<file path="config.mk">
export PLATFORM = sky130hd
export DESIGN_NAME = utf8_char_reassembler_flat
export DESIGN_NICKNAME = d
export VERILOG_FILES = /design/src/ucr_pkg.sv /design/src/ucr_if.sv /design/src/ucr_front.sv /design/src/ucr_fifo.sv /design/src/ucr_back.sv /design/src/utf8_char_reassembler.sv /design/src/flat_wrapper.sv
export SDC_FILE = /design/constraint.sdc
export NUM_CORES = 1
export LEC_CHECK = 0
export BUFFER_PORTS_ARGS = -buffer_cell sky130_fd_sc_hd__clkbuf_2
export CORE_ASPECT_RATIO = 1.1
export CORE_MARGIN = 1
export CORE_UTILIZATION = 36
export DETAILED_ROUTE_END_ITERATION = 10
export PLACE_DENSITY_LB_ADDON = 0.08
export SYNTH_ARGS = -nofsm -noshare
export SYNTH_HDL_FRONTEND = slang
export SYNTH_HIERARCHICAL = 1
export SYNTH_SLANG_ARGS = --single-unit
</file>
<file path="constraint.sdc">
create_clock -name clk -period 16.34 [get_ports clk]
set_clock_uncertainty 0.15 [all_clocks]
set_input_delay 0.817 -clock clk [delete_from_list [all_inputs] [get_ports clk]]
set_output_delay 0.817 -clock clk [all_outputs]
set_load 0.02 [all_outputs]
</file>
<file path="src/ucr_pkg.sv">
// Package with the commands, the word group type and the lead byte decode of the reassembler.
package ucr_pkg;

	localparam logic [1:0] CMD_PUSH    = 2'd0;
	localparam logic [1:0] CMD_FLUSH   = 2'd1;
	localparam logic [1:0] CMD_DISCARD = 2'd2;

	localparam int CARRY_DEPTH = 3;
	localparam int GRP_MAX     = 4;
	localparam int QUEUE_DEPTH = 4;

	localparam logic [7:0] MASK_1 = 8'h80;
	localparam logic [7:0] MASK_2 = 8'hE0;
	localparam logic [7:0] LEAD_2 = 8'hC0;
	localparam logic [7:0] MASK_3 = 8'hF0;
	localparam logic [7:0] MASK_4 = 8'hF8;
	localparam logic [7:0] MASK_C = 8'hC0;
	localparam logic [7:0] CONT   = 8'h80;

	typedef struct packed {
		logic [GRP_MAX-1:0][7:0] bytes;
		logic [GRP_MAX-1:0]      ends;
		logic [2:0]              num;
		logic                    flush;
	} ucr_grp_t;

	typedef struct packed {
		logic full;
		logic empty;
	} ucr_fifo_st_t;

	function automatic logic [2:0] lead_len(input logic [7:0] c);
		logic [2:0] len;
		len = 3'd0;
		if ((c & MASK_1) == 8'h00) begin
			len = 3'd1;
		end else if ((c & MASK_2) == LEAD_2) begin
			len = 3'd2;
		end else if ((c & MASK_3) == MASK_2) begin
			len = 3'd3;
		end else if ((c & MASK_4) == MASK_3) begin
			len = 3'd4;
		end
		return len;
	endfunction

endpackage

</file>
<file path="src/ucr_if.sv">
// Stream interfaces for the command channel and the byte channel.
interface ucr_in_if;
	logic       valid;
	logic       ready;
	logic [1:0] command;
	logic [7:0] data_byte;

	modport source (output valid, output command, output data_byte, input ready);
	modport sink (input valid, input command, input data_byte, output ready);
endinterface

interface ucr_out_if;
	logic       valid;
	logic       ready;
	logic [7:0] out_byte;
	logic       char_end;
	logic       from_flush;
	logic       last;

	modport source (output valid, output out_byte, output char_end, output from_flush,
		output last, input ready);
	modport sink (input valid, input out_byte, input char_end, input from_flush,
		input last, output ready);
endinterface

</file>
<file path="src/ucr_front.sv">
// Front end: accepts commands, scans the carry run and builds groups of finished bytes.
module ucr_front (
	input  logic                  clk,
	input  logic                  arst_n,
	ucr_in_if.sink                in_ch,
	input  ucr_pkg::ucr_fifo_st_t fifo_st,
	output logic                  push,
	output ucr_pkg::ucr_grp_t     grp
);
	import ucr_pkg::*;

	logic [7:0] carry_q [CARRY_DEPTH];
	logic [1:0] carry_cnt_q;
	logic [7:0] run [GRP_MAX];
	logic [7:0] nc [CARRY_DEPTH];
	logic [2:0] rem;
	logic [GRP_MAX-1:0] emit;
	logic [GRP_MAX-1:0] endm;
	logic [GRP_MAX-1:0][7:0] pb;
	logic [GRP_MAX-1:0] pe;
	logic [2:0] pk;
	logic accept;

	assign in_ch.ready = !fifo_st.full;
	assign accept = in_ch.valid && in_ch.ready;

	always_comb begin : scan
		logic [2:0] n;
		logic [2:0] pos;
		logic [2:0] len;
		logic [2:0] idx;
		logic       stop;
		logic       ok;
		n = {1'b0, carry_cnt_q} + 3'd1;
		len = 3'd0;
		idx = 3'd0;
		ok = 1'b0;
		for (int j = 0; j < GRP_MAX; j++) begin
			if (3'(j) < {1'b0, carry_cnt_q}) begin
				run[j] = carry_q[j[1:0]];
			end else if (3'(j) == {1'b0, carry_cnt_q}) begin
				run[j] = in_ch.data_byte;
			end else begin
				run[j] = 8'h00;
			end
		end
		pos = 3'd0;
		stop = 1'b0;
		emit = '0;
		endm = '0;
		for (int s = 0; s < GRP_MAX; s++) begin
			if (!stop && pos < n) begin
				len = lead_len(run[pos[1:0]]);
				if (len == 3'd0) begin
					pos = pos + 3'd1;
				end else if (pos + len > n) begin
					stop = 1'b1;
				end else begin
					ok = 1'b1;
					for (int j = 1; j < GRP_MAX; j++) begin
						idx = pos + 3'(j);
						if (3'(j) < len && (run[idx[1:0]] & MASK_C) != CONT) begin
							ok = 1'b0;
						end
					end
					if (ok) begin
						for (int q = 0; q < GRP_MAX; q++) begin
							if (3'(q) >= pos && 3'(q) < pos + len) begin
								emit[q] = 1'b1;
							end
							if (3'(q) == pos + len - 3'd1) begin
								endm[q] = 1'b1;
							end
						end
						pos = pos + len;
					end else begin
						pos = pos + 3'd1;
					end
				end
			end
		end
		rem = n - pos;
		for (int j = 0; j < CARRY_DEPTH; j++) begin
			idx = pos + 3'(j);
			nc[j] = run[idx[1:0]];
		end
	end

	always_comb begin
		pk = 3'd0;
		pb = '0;
		pe = '0;
		for (int q = 0; q < GRP_MAX; q++) begin
			if (emit[q]) begin
				pb[pk[1:0]] = run[q];
				pe[pk[1:0]] = endm[q];
				pk = pk + 3'd1;
			end
		end
	end

	always_comb begin
		grp = '0;
		case (in_ch.command)
			CMD_PUSH: begin
				grp.bytes = pb;
				grp.ends = pe;
				grp.num = pk;
			end
			CMD_FLUSH: begin
				for (int j = 0; j < CARRY_DEPTH; j++) begin
					grp.bytes[j] = carry_q[j];
					grp.ends[j] = (3'(j) == {1'b0, carry_cnt_q} - 3'd1);
				end
				grp.num = {1'b0, carry_cnt_q};
				grp.flush = 1'b1;
			end
			default: begin
				grp.num = 3'd0;
			end
		endcase
	end

	assign push = accept && (grp.num != 3'd0);

	always_ff @(posedge clk or negedge arst_n) begin
		if (!arst_n) begin
			carry_cnt_q <= 2'd0;
		end else if (accept) begin
			case (in_ch.command)
				CMD_PUSH: begin
					carry_cnt_q <= rem[1:0];
				end
				CMD_FLUSH, CMD_DISCARD: begin
					carry_cnt_q <= 2'd0;
				end
				default: begin
					carry_cnt_q <= carry_cnt_q;
				end
			endcase
		end
	end

	always_ff @(posedge clk) begin
		if (accept && in_ch.command == CMD_PUSH) begin
			carry_q <= nc;
		end
	end

	a_carry_lead: assert property (@(posedge clk) disable iff (!arst_n)
		carry_cnt_q != 2'd0 |-> lead_len(carry_q[0]) != 3'd0)
		else $error("carry store does not start with a lead byte");

endmodule

</file>
<file path="src/ucr_fifo.sv">
// Short queue of byte groups between the front end and the back end.
module ucr_fifo (
	input  logic                  clk,
	input  logic                  arst_n,
	input  logic                  push,
	input  ucr_pkg::ucr_grp_t     wr_grp,
	input  logic                  pop,
	output ucr_pkg::ucr_grp_t     head,
	output ucr_pkg::ucr_fifo_st_t st
);
	import ucr_pkg::*;

	localparam int PW = $clog2(QUEUE_DEPTH);

	ucr_grp_t        mem_q [QUEUE_DEPTH];
	logic [PW-1:0]   wr_ptr_q;
	logic [PW-1:0]   rd_ptr_q;
	logic [PW:0]     cnt_q;

	assign st.full = (cnt_q == (PW+1)'(QUEUE_DEPTH));
	assign st.empty = (cnt_q == '0);
	assign head = mem_q[rd_ptr_q];

	always_ff @(posedge clk or negedge arst_n) begin
		if (!arst_n) begin
			wr_ptr_q <= '0;
			rd_ptr_q <= '0;
			cnt_q <= '0;
		end else begin
			if (push) begin
				wr_ptr_q <= wr_ptr_q + PW'(1);
			end
			if (pop) begin
				rd_ptr_q <= rd_ptr_q + PW'(1);
			end
			if (push && !pop) begin
				cnt_q <= cnt_q + (PW+1)'(1);
			end else if (pop && !push) begin
				cnt_q <= cnt_q - (PW+1)'(1);
			end
		end
	end

	always_ff @(posedge clk) begin
		if (push) begin
			mem_q[wr_ptr_q] <= wr_grp;
		end
	end

	a_no_overflow: assert property (@(posedge clk) disable iff (!arst_n)
		push |-> !st.full)
		else $error("group written into a full queue");

	a_no_underflow: assert property (@(posedge clk) disable iff (!arst_n)
		pop |-> !st.empty)
		else $error("group taken from an empty queue");

endmodule

</file>
<file path="src/ucr_back.sv">
// Back end: sends the bytes of each queued group one word at a time through an output register.
module ucr_back (
	input  logic                  clk,
	input  logic                  arst_n,
	input  ucr_pkg::ucr_grp_t     head,
	input  ucr_pkg::ucr_fifo_st_t fifo_st,
	output logic                  pop,
	ucr_out_if.source             out_ch
);
	import ucr_pkg::*;

	logic [1:0] idx_q;
	logic       o_valid_q;
	logic [7:0] o_byte_q;
	logic       o_end_q;
	logic       o_flush_q;
	logic       o_last_q;
	logic       load;
	logic       is_last;

	assign load = !o_valid_q || out_ch.ready;
	assign is_last = ({1'b0, idx_q} == head.num - 3'd1);
	assign pop = load && !fifo_st.empty && is_last;

	assign out_ch.valid = o_valid_q;
	assign out_ch.out_byte = o_byte_q;
	assign out_ch.char_end = o_end_q;
	assign out_ch.from_flush = o_flush_q;
	assign out_ch.last = o_last_q;

	always_ff @(posedge clk or negedge arst_n) begin
		if (!arst_n) begin
			o_valid_q <= 1'b0;
			idx_q <= 2'd0;
		end else if (load) begin
			o_valid_q <= !fifo_st.empty;
			if (!fifo_st.empty) begin
				idx_q <= is_last ? 2'd0 : idx_q + 2'd1;
			end
		end
	end

	always_ff @(posedge clk) begin
		if (load && !fifo_st.empty) begin
			o_byte_q <= head.bytes[idx_q];
			o_end_q <= head.ends[idx_q];
			o_flush_q <= head.flush;
			o_last_q <= is_last;
		end
	end

	a_idx_in_group: assert property (@(posedge clk) disable iff (!arst_n)
		!fifo_st.empty |-> ({1'b0, idx_q} < head.num))
		else $error("byte index beyond the head group");

endmodule

</file>
<file path="src/utf8_char_reassembler.sv">
// Top level of the UTF-8 character reassembler.
//
// Channel  Modport  Words
// in_ch    sink     command and data_byte, one per accepted word
// out_ch   source   out_byte, char_end, from_flush and last, zero to four per command
//
// One command is accepted per cycle while the four-entry group queue has room.
// The back end sends one byte per cycle while a group is queued and out_ch.ready is high, from its output register;
// the group queue lets the front keep taking commands.
// Reset clears the carry count, the queue pointers and the output valid.
// A stall on out_ch fills the queue and then holds in_ch.ready low.
module utf8_char_reassembler (
	input  logic       clk,
	input  logic       arst_n,
	ucr_in_if.sink     in_ch,
	ucr_out_if.source  out_ch
);
	import ucr_pkg::*;

	ucr_grp_t     wr_grp;
	ucr_grp_t     head;
	ucr_fifo_st_t fifo_st;
	logic         push;
	logic         pop;

	ucr_front u_front (
		.clk     (clk),
		.arst_n  (arst_n),
		.in_ch   (in_ch),
		.fifo_st (fifo_st),
		.push    (push),
		.grp     (wr_grp)
	);

	ucr_fifo u_fifo (
		.clk    (clk),
		.arst_n (arst_n),
		.push   (push),
		.wr_grp (wr_grp),
		.pop    (pop),
		.head   (head),
		.st     (fifo_st)
	);

	ucr_back u_back (
		.clk     (clk),
		.arst_n  (arst_n),
		.head    (head),
		.fifo_st (fifo_st),
		.pop     (pop),
		.out_ch  (out_ch)
	);

endmodule

</file>
<file path="src/flat_wrapper.sv">
// flat-port wrapper written by rule: the top's interface ports become plain ports
module utf8_char_reassembler_flat import ucr_pkg::*;
  (clk, arst_n, in_ch_valid, in_ch_command, in_ch_data_byte, in_ch_ready, out_ch_valid, out_ch_out_byte, out_ch_char_end, out_ch_from_flush, out_ch_last, out_ch_ready);
  ucr_in_if in_ch_i ();
  ucr_out_if out_ch_i ();
  input  logic clk;
  input  logic arst_n;
  input wire logic [$bits(in_ch_i.valid)-1:0] in_ch_valid;
  input wire logic [$bits(in_ch_i.command)-1:0] in_ch_command;
  input wire logic [$bits(in_ch_i.data_byte)-1:0] in_ch_data_byte;
  output wire logic [$bits(in_ch_i.ready)-1:0] in_ch_ready;
  output wire logic [$bits(out_ch_i.valid)-1:0] out_ch_valid;
  output wire logic [$bits(out_ch_i.out_byte)-1:0] out_ch_out_byte;
  output wire logic [$bits(out_ch_i.char_end)-1:0] out_ch_char_end;
  output wire logic [$bits(out_ch_i.from_flush)-1:0] out_ch_from_flush;
  output wire logic [$bits(out_ch_i.last)-1:0] out_ch_last;
  input wire logic [$bits(out_ch_i.ready)-1:0] out_ch_ready;
  assign in_ch_i.valid = in_ch_valid;
  assign in_ch_i.command = in_ch_command;
  assign in_ch_i.data_byte = in_ch_data_byte;
  assign in_ch_ready = in_ch_i.ready;
  assign out_ch_valid = out_ch_i.valid;
  assign out_ch_out_byte = out_ch_i.out_byte;
  assign out_ch_char_end = out_ch_i.char_end;
  assign out_ch_from_flush = out_ch_i.from_flush;
  assign out_ch_last = out_ch_i.last;
  assign out_ch_i.ready = out_ch_ready;
  utf8_char_reassembler u_core (.clk(clk), .arst_n(arst_n), .in_ch(in_ch_i), .out_ch(out_ch_i));
endmodule
</file>
==> results of run 1 <==
[worst max-delay path, delay by kind of cell, from the launching register on]
family	cells	cell delay [ps]
adders and majority gates	13	3870
xor gates and xnor gates	2	360
AOI/OAI and AO/OA	23	5100
DFF	1	390
and+or+nand+nor	13	2650
muxes	6	1430
buffers and inverters	11	1380
[placed cells by master, fill, tap and decap left out, types with 13 or more instances in the layout]
cell         n
mux4_2      48
inv_1       47
mux2_2      14
o211ai_1    21
o21ai_1     31
buf_4       67
a32oi_1     19
mux2i_1    102
o21ai_0     30
a22oi_1     13
nand3_1     25
edfxtp_1   195
clkbuf_2    26
nand2_1     95
ha_1        48
a21oi_1     25
nor2_1      51
clkbuf_16   21
[per-stage QoR]
stage	hold WS (ps)	cells	instance area, µm²
2_1_floorplan	306	1157	13800
3_3_place_gp	335	1674	14700
3_5_place_dp	336	1674	14700
4_1_cts	46.9	1708	15400
5_1_grt	69.7	1713	15600
6_report	53.9	1713	15600
[cells in the mapped netlist, types with 7 or more instances]
| cell type | instances | area share |
|---|---|---|
| edfxtp_1 | 195 | 0.42 |
| mux2i_1 | 105 | 0.076 |
| nand2_1 | 95 | 0.026 |
| nor2_1 | 53 | 0.014 |
| ha_1 | 51 | 0.046 |
| inv_1 | 48 | 0.013 |
| mux4_2 | 48 | 0.078 |
| o21ai_1 | 32 | 0.012 |
| o21ai_0 | 30 | 0.011 |
| buf_2 | 26 | 0.0094 |
| a21oi_1 | 25 | 0.0090 |
| clkbuf_1 | 25 | 0.0068 |
| nand3_1 | 25 | 0.0090 |
| a32oi_1 | 21 | 0.013 |
| o211ai_1 | 21 | 0.011 |
| and2_1 | 16 | 0.0072 |
| mux2_2 | 14 | 0.011 |
| nor3_1 | 14 | 0.0051 |
| a22oi_1 | 13 | 0.0071 |
| a221oi_1 | 12 | 0.0076 |
| dfrtp_1 | 12 | 0.022 |
| nand2b_1 | 12 | 0.0054 |
| a22o_1 | 11 | 0.0070 |
| a32o_1 | 10 | 0.0072 |
| o2111ai_1 | 9 | 0.0057 |
| o21a_1 | 9 | 0.0049 |
| a21o_1 | 8 | 0.0043 |
| buf_4 | 8 | 0.0043 |
| nor2b_1 | 8 | 0.0036 |
| xnor2_1 | 8 | 0.0051 |
| a31oi_1 | 7 | 0.0032 |
| and3_1 | 7 | 0.0032 |
| nand4_1 | 7 | 0.0032 |
| or3_1 | 7 | 0.0032 |
| xor2_1 | 7 | 0.0044 |
[cell families (layout without fill, tap and decap cells)]
logic type / after synthesis / after routing / share of synthesized area
AO/OA/AOI/OAI: 288 / 288 / 0.161
multiplexers: 177 / 177 / 0.179
adder cells (fa/ha/maj): 55 / 55 / 0.0519
XOR/XNOR: 15 / 15 / 0.00950
AND/OR/NAND/NOR: 290 / 290 / 0.107
buffers and inverters: 125 / 187 / 0.0467
flip-flops: 207 / 207 / 0.445
[final cells by class]
| type | count | area, µm² |
|---|---|---|
| Clock buffer | 25 | 541 |
| Multi-Input combinational cell | 825 | 7190 |
| Sequential cell | 207 | 6160 |
| Inverter | 55 | 219 |
| Fill cell | 3572 | 21900 |
| Tap cell | 494 | 618 |
| Timing Repair Buffer | 98 | 719 |
| Clock inverter | 9 | 131 |
[routing by layer]
layer	vias to the layer above	wire length, µm	track usage
met5	-	0	0
met4	0	1540	0.0851
met3	75	1620	0.0154
met2	303	21000	0.369
met1	5135	19300	0.300
li1	4654	-	-
[worst paths after layout]
path / cells after the start / end / slack (ps) / startpoint
worst max-delay path: 68 / u_core/u_fifo/cnt_q[1] / 850 / u_core/u_front/carry_cnt_q[1]
worst min-delay path: 1 / u_core/u_fifo/rd_ptr_q[1] / 50 / arst_n
worst max register to register: 68 / u_core/u_fifo/cnt_q[1] / 850 / u_core/u_front/carry_cnt_q[1]
worst min register to register: 1 / u_core/u_fifo/cnt_q[2] / 330 / u_core/u_fifo/cnt_q[2]
max in group asynchronous: 1 / u_core/u_fifo/rd_ptr_q[0] / 15720 / arst_n
min in group clk: 1 / u_core/u_fifo/cnt_q[2] / 330 / u_core/u_fifo/cnt_q[2]
[state kept, by name, summed over array words and instances (netlist names), 2 cells and up]
signal and count:
u_core/u_back/idx_q 2, u_core/u_back/out_ch.out_byte 8, u_core/u_fifo/cnt_q 3, u_core/u_fifo/mem_q 160, u_core/u_fifo/rd_ptr_q 2, u_core/u_fifo/wr_ptr_q 2
u_core/u_front/carry_cnt_q 2, u_core/u_front/carry_q 24
[what timing repair did]
action                                  4_1_cts  5_1_grt
endpoints found under the setup margin       42      313
hold buffers                                  0        0
buffers inserted                              0        5
pin swaps                                     0        5
gates resized for setup                       2       32
==> impl_results.md, run 1 <==
* FF+latch count, synth at 207
* Seq/Total Area, Yosys at 0.445
* Area growth, synth to finish at 12.6%
* First-pass GRT wire length at approximately 66000 µm
* # DRC at 0
* Routed WL at approximately 43000 µm
* Hold Vio Cnt, Final at 0
* Run status: completed
* Placer Congestion at roughly 0.92
* Antenna cells at 0
* Worst-Margin Slew at between 1000 and 1500 ps
* CTS sink count at ~210
* Top FF cell, synth: edfxtp_1
* Port Buffers at 26
* CTS tree: done
* Grt ovf at 0
* Worst Hold Class: primary input to async pin
* Vias in the first global route at 10100
* Mapped cell area at roughly 0.014 mm²
* DR vias at ~10000
* DP Worst Slack at -128 ps
* Largest net degree at the start of global routing at 43
* DIE AREA at about 0.04 mm²
* Synth warn at 6
* Slew Viols, Final at 0
* Post-synth EDFFs at about 200
* Pre-antenna DRT Iters at 6
* Fin Setup TNS at 0 ps
* Antenna Nets Post-Route at 0
* Clock-pin slew on the worst setup and hold paths at 60 ps
* Worst Path Required at 16580 ps
* Post-synthesis async set-or-reset flop share at 0.0580
* Wire per inst at roughly 25 µm
* Initial antenna violation count at 0
* Crit start category: flop
* Worst path slowest cell: fa_1
* Post-Syn Nets at approximately 1200
* Synth Instances at 1157
* Longest Clk Path Bufs at 3
* Mean Syn Cell Area at between 10 and 15 µm²
* DR iter-0 viols at 880
* Netlist cell types at 106
* Site Rows at 74
* GRT Resource Usage Total at 0.221
* # Max-Cap Violations at 0
* H-tree Lvls at 1
* CP Capture Type: flop
* Slew HR at 0.258
* Worst path max stage delay at about 460 ps
* Die Span X at approximately 190 µm
* Die Span Y at approximately 210 µm
* CP Class: flop to flop
* Core footprint at ~0.037 mm²
* Final setup viols at 0
* Final Core Density at 0.415
* Effective utilization at floorplan at 0.369
* Maximum clock frequency at 0.0645 GHz
* CTS buffer count at 21
* Most used cell, CP: inv_1
* Detail-routed via count per cell at 5.94
* Final Cycle Share at 0.948
* Share of post-route cells with drive strength above 1 at 0.229
* IO Count at 27
* Fin crit period at between 15000 and 20000 ps
* Final net count at about 1300
* Setup ws final at roughly 850 ps
* CP max FO at 18
* Post-DP HPWL at 31600 µm
* Clk root buf: clkbuf_16
* Worst-skew pair later-pin latency at 500 ps
* Critical path arrival at between 15000 and 20000 ps
Power of run 1 is not shown: default switching activity piles up to over one toggle a cycle in this logic, so the estimate is an artifact.
==> run 2, diff against run 1 <==
- CORE_MARGIN: 1 -> 4
==> run 2 against run 1 <==
- setup slack gained 39 ps
- highest routed layer unchanged
- utilization down 0.28 points
- via count increased by 1.3%
- critical endpoint is now u_core/u_fifo/cnt_q[2]
- critical path type unchanged
- global-route usage fell by 1.2 points
- register-to-register slack improved by 40 ps
- hold slack worse by 10 ps
==> impl_results.md, run 2 (synthesis gave the netlist of run 1 again) <==
* Worst Hold Class: primary input to async pin (unchanged)
* Routed WL at 44900 µm (was 43500 µm)
* Dpl cells at 1671 (was 1674)
* Final Cycle Share at 0.946 (was 0.948)
* Maximum clock frequency at 0.0647 GHz (was 0.0645 GHz)
* DR vias at 10300 (was 10200)
* Post-DP HPWL at 31900 µm (was 31600 µm)
* Fillers at 3630 (was 3572)
* Worst path max stage delay at 550 ps (was 460 ps)
* Antenna cells at 0 (unchanged)
* Site Rows at 75 (was 74)
* Crit start category: flop (unchanged)
* IO Count at 27 (unchanged)
* Largest net degree at the start of global routing at 43 (unchanged)
* GRT Resource Usage Total at 0.209 (was 0.221)
* Flop2flop setup slack at 890 ps (was 850 ps)
* Clock-pin slew on the worst setup and hold paths at 70 ps (was 60 ps)
* DIE AREA at 0.0416 mm² (was 0.0392 mm²)
* Initial antenna violation count at 0 (unchanged)
* Final Instance Area at 0.0157 mm² (was 0.0156 mm²)
* CTS sink count at 207 (unchanged)
* Worst-Margin Slew at 1220 ps (was 1110 ps)
* CP max FO at 11 (was 18)
* CP Class: flop to flop (unchanged)
* Worst Path Required at 16630 ps (was 16580 ps)
* Sequential cell area at 0.00616 mm² (unchanged)
* Grt ovf at 0 (unchanged)
* Final net count at 1286 (was 1277)
* Effective utilization at floorplan at 0.364 (was 0.369)
* Longest Clk Path Bufs at 3 (unchanged)
* Die Span X at 195 µm (was 189 µm)
* Worst-skew pair later-pin latency at 520 ps (was 500 ps)
* H-tree Lvls at 1 (unchanged)
* Pre-antenna DRT Iters at 6 (unchanged)
* Worst path slowest cell: fa_1 (unchanged)
* Max FFs per register at 160 (unchanged)
* Commonest non-fill, non-tap cells in the layout: 195 x edfxtp_1, 102 x mux2i_1, 93 x nand2_1 (was 195 x edfxtp_1, 102 x mux2i_1, 95 x nand2_1)
* # DRC at 0 (unchanged)
* # Max-Cap Violations at 0 (unchanged)
* CP Capture Type: flop (unchanged)
* Slew Viols, Final at 0 (unchanged)
* Final setup viols at 0 (unchanged)
* Placer Congestion at 0.963 (was 0.915)
* Run status: completed (unchanged)
* Die Span Y at 214 µm (was 208 µm)
* Fin Setup TNS at 0 ps (unchanged)
* Critical path arrival at 15740 ps (was 15730 ps)
* CTS tree: done (unchanged)
* Wire per inst at 26.0 µm (was 25.4 µm)
* Core footprint at 0.0380 mm² (was 0.0375 mm²)
* Fin crit period at 15450 ps (was 15490 ps)
* Detail-routed via count per cell at 5.96 (was 5.94)
* Antenna Nets Post-Route at 0 (unchanged)
* Slew HR at 0.176 (was 0.258)
* Commonest non-fill, non-tap cell in the layout: edfxtp_1 (unchanged)
* DR iter-0 viols at 804 (was 880)
* Vias in the first global route at 10200 (was 10100)
* Footprint of the multi-input gates at 0.00725 mm² (was 0.00719 mm²)
* Reg with most FFs: u_core/u_fifo/mem_q (unchanged)
* CTS buffer count at 21 (unchanged)
* Placed cell area at 0.0146 mm² (was 0.0147 mm²)
* Port Buffers at 26 (unchanged)
* Layout Cells excl Fill at 1729 (was 1713)
* Area growth, synth to finish at 13.4% (was 12.6%)
* Hold Vio Cnt, Final at 0 (unchanged)
* First-pass GRT wire length at 66900 µm (was 65600 µm)
* Clk root buf: clkbuf_16 (unchanged)
* Share of post-route cells with drive strength above 1 at 0.238 (was 0.229)
## run 2: routing by layer
metal | track usage | wire length (µm) | vias to the layer above
met4 | 0.0869 | 2050 | 0
met2 | 0.350 | 21200 | 335
met5 | 0 | 0 | -
li1 | - | - | 4701
met3 | 0.0185 | 1880 | 103
met1 | 0.284 | 19700 | 5161
## run 2: worst max-delay path, delay by kind of cell, from the launching register on
| family | cells | cell delay [ps] |
|---|---|---|
| compound gates | 23 | 5510 |
| xor+xnor | 4 | 640 |
| fa+ha+maj | 13 | 3940 |
| buf+inv | 11 | 1240 |
| flops | 1 | 390 |
| mux | 4 | 1160 |
| simple gates | 14 | 2290 |
## run 2: timing repair
action                     CTS  global route
hold buffers                 0             0
gates cloned                 0             1
setup buffers                0            22
setup endpoints to repair  217           317
gates resized for setup      4            40
pin swaps                    0            12
hold endpoints to repair     0             0
## run 2: worst paths after layout
path / start / end / depth (start not counted)
max reg2reg: u_core/u_front/carry_cnt_q[1] / u_core/u_fifo/cnt_q[2] / 69
max in group asynchronous: arst_n / u_core/u_fifo/rd_ptr_q[0] / 1
min in group clk: u_core/u_fifo/cnt_q[2] / u_core/u_fifo/cnt_q[2] / 1
min reg2reg: u_core/u_fifo/cnt_q[2] / u_core/u_fifo/cnt_q[2] / 1
max: u_core/u_front/carry_cnt_q[1] / u_core/u_fifo/cnt_q[2] / 69
min: arst_n / u_core/u_back/idx_q[1] / 1
## run 2: area by class of cell
| type | count | share of cell area |
|---|---|---|
| Inverter | 55 | 0.0138 |
| Tap cell | 500 | 0.0399 |
| Clock inverter | 10 | 0.00878 |
| Timing Repair Buffer | 106 | 0.0479 |
| Sequential cell | 207 | 0.393 |
| Clock buffer | 25 | 0.0345 |
| Multi-Input combinational cell | 826 | 0.463 |
## run 2: stage by stage
step | setup slack [ps] | utilization | hold WS, ps
4_1_cts | 33.1 | 0.403 | 39.6
5_1_grt | -61.8 | 0.413 | 61.0
6_report | 887 | 0.413 | 43.6
2_1_floorplan | 311 | - | 306
3_3_place_gp | -4.65 | 0.385 | 337
3_5_place_dp | -202 | 0.385 | 338
Power of run 2 is left out for the same reason.
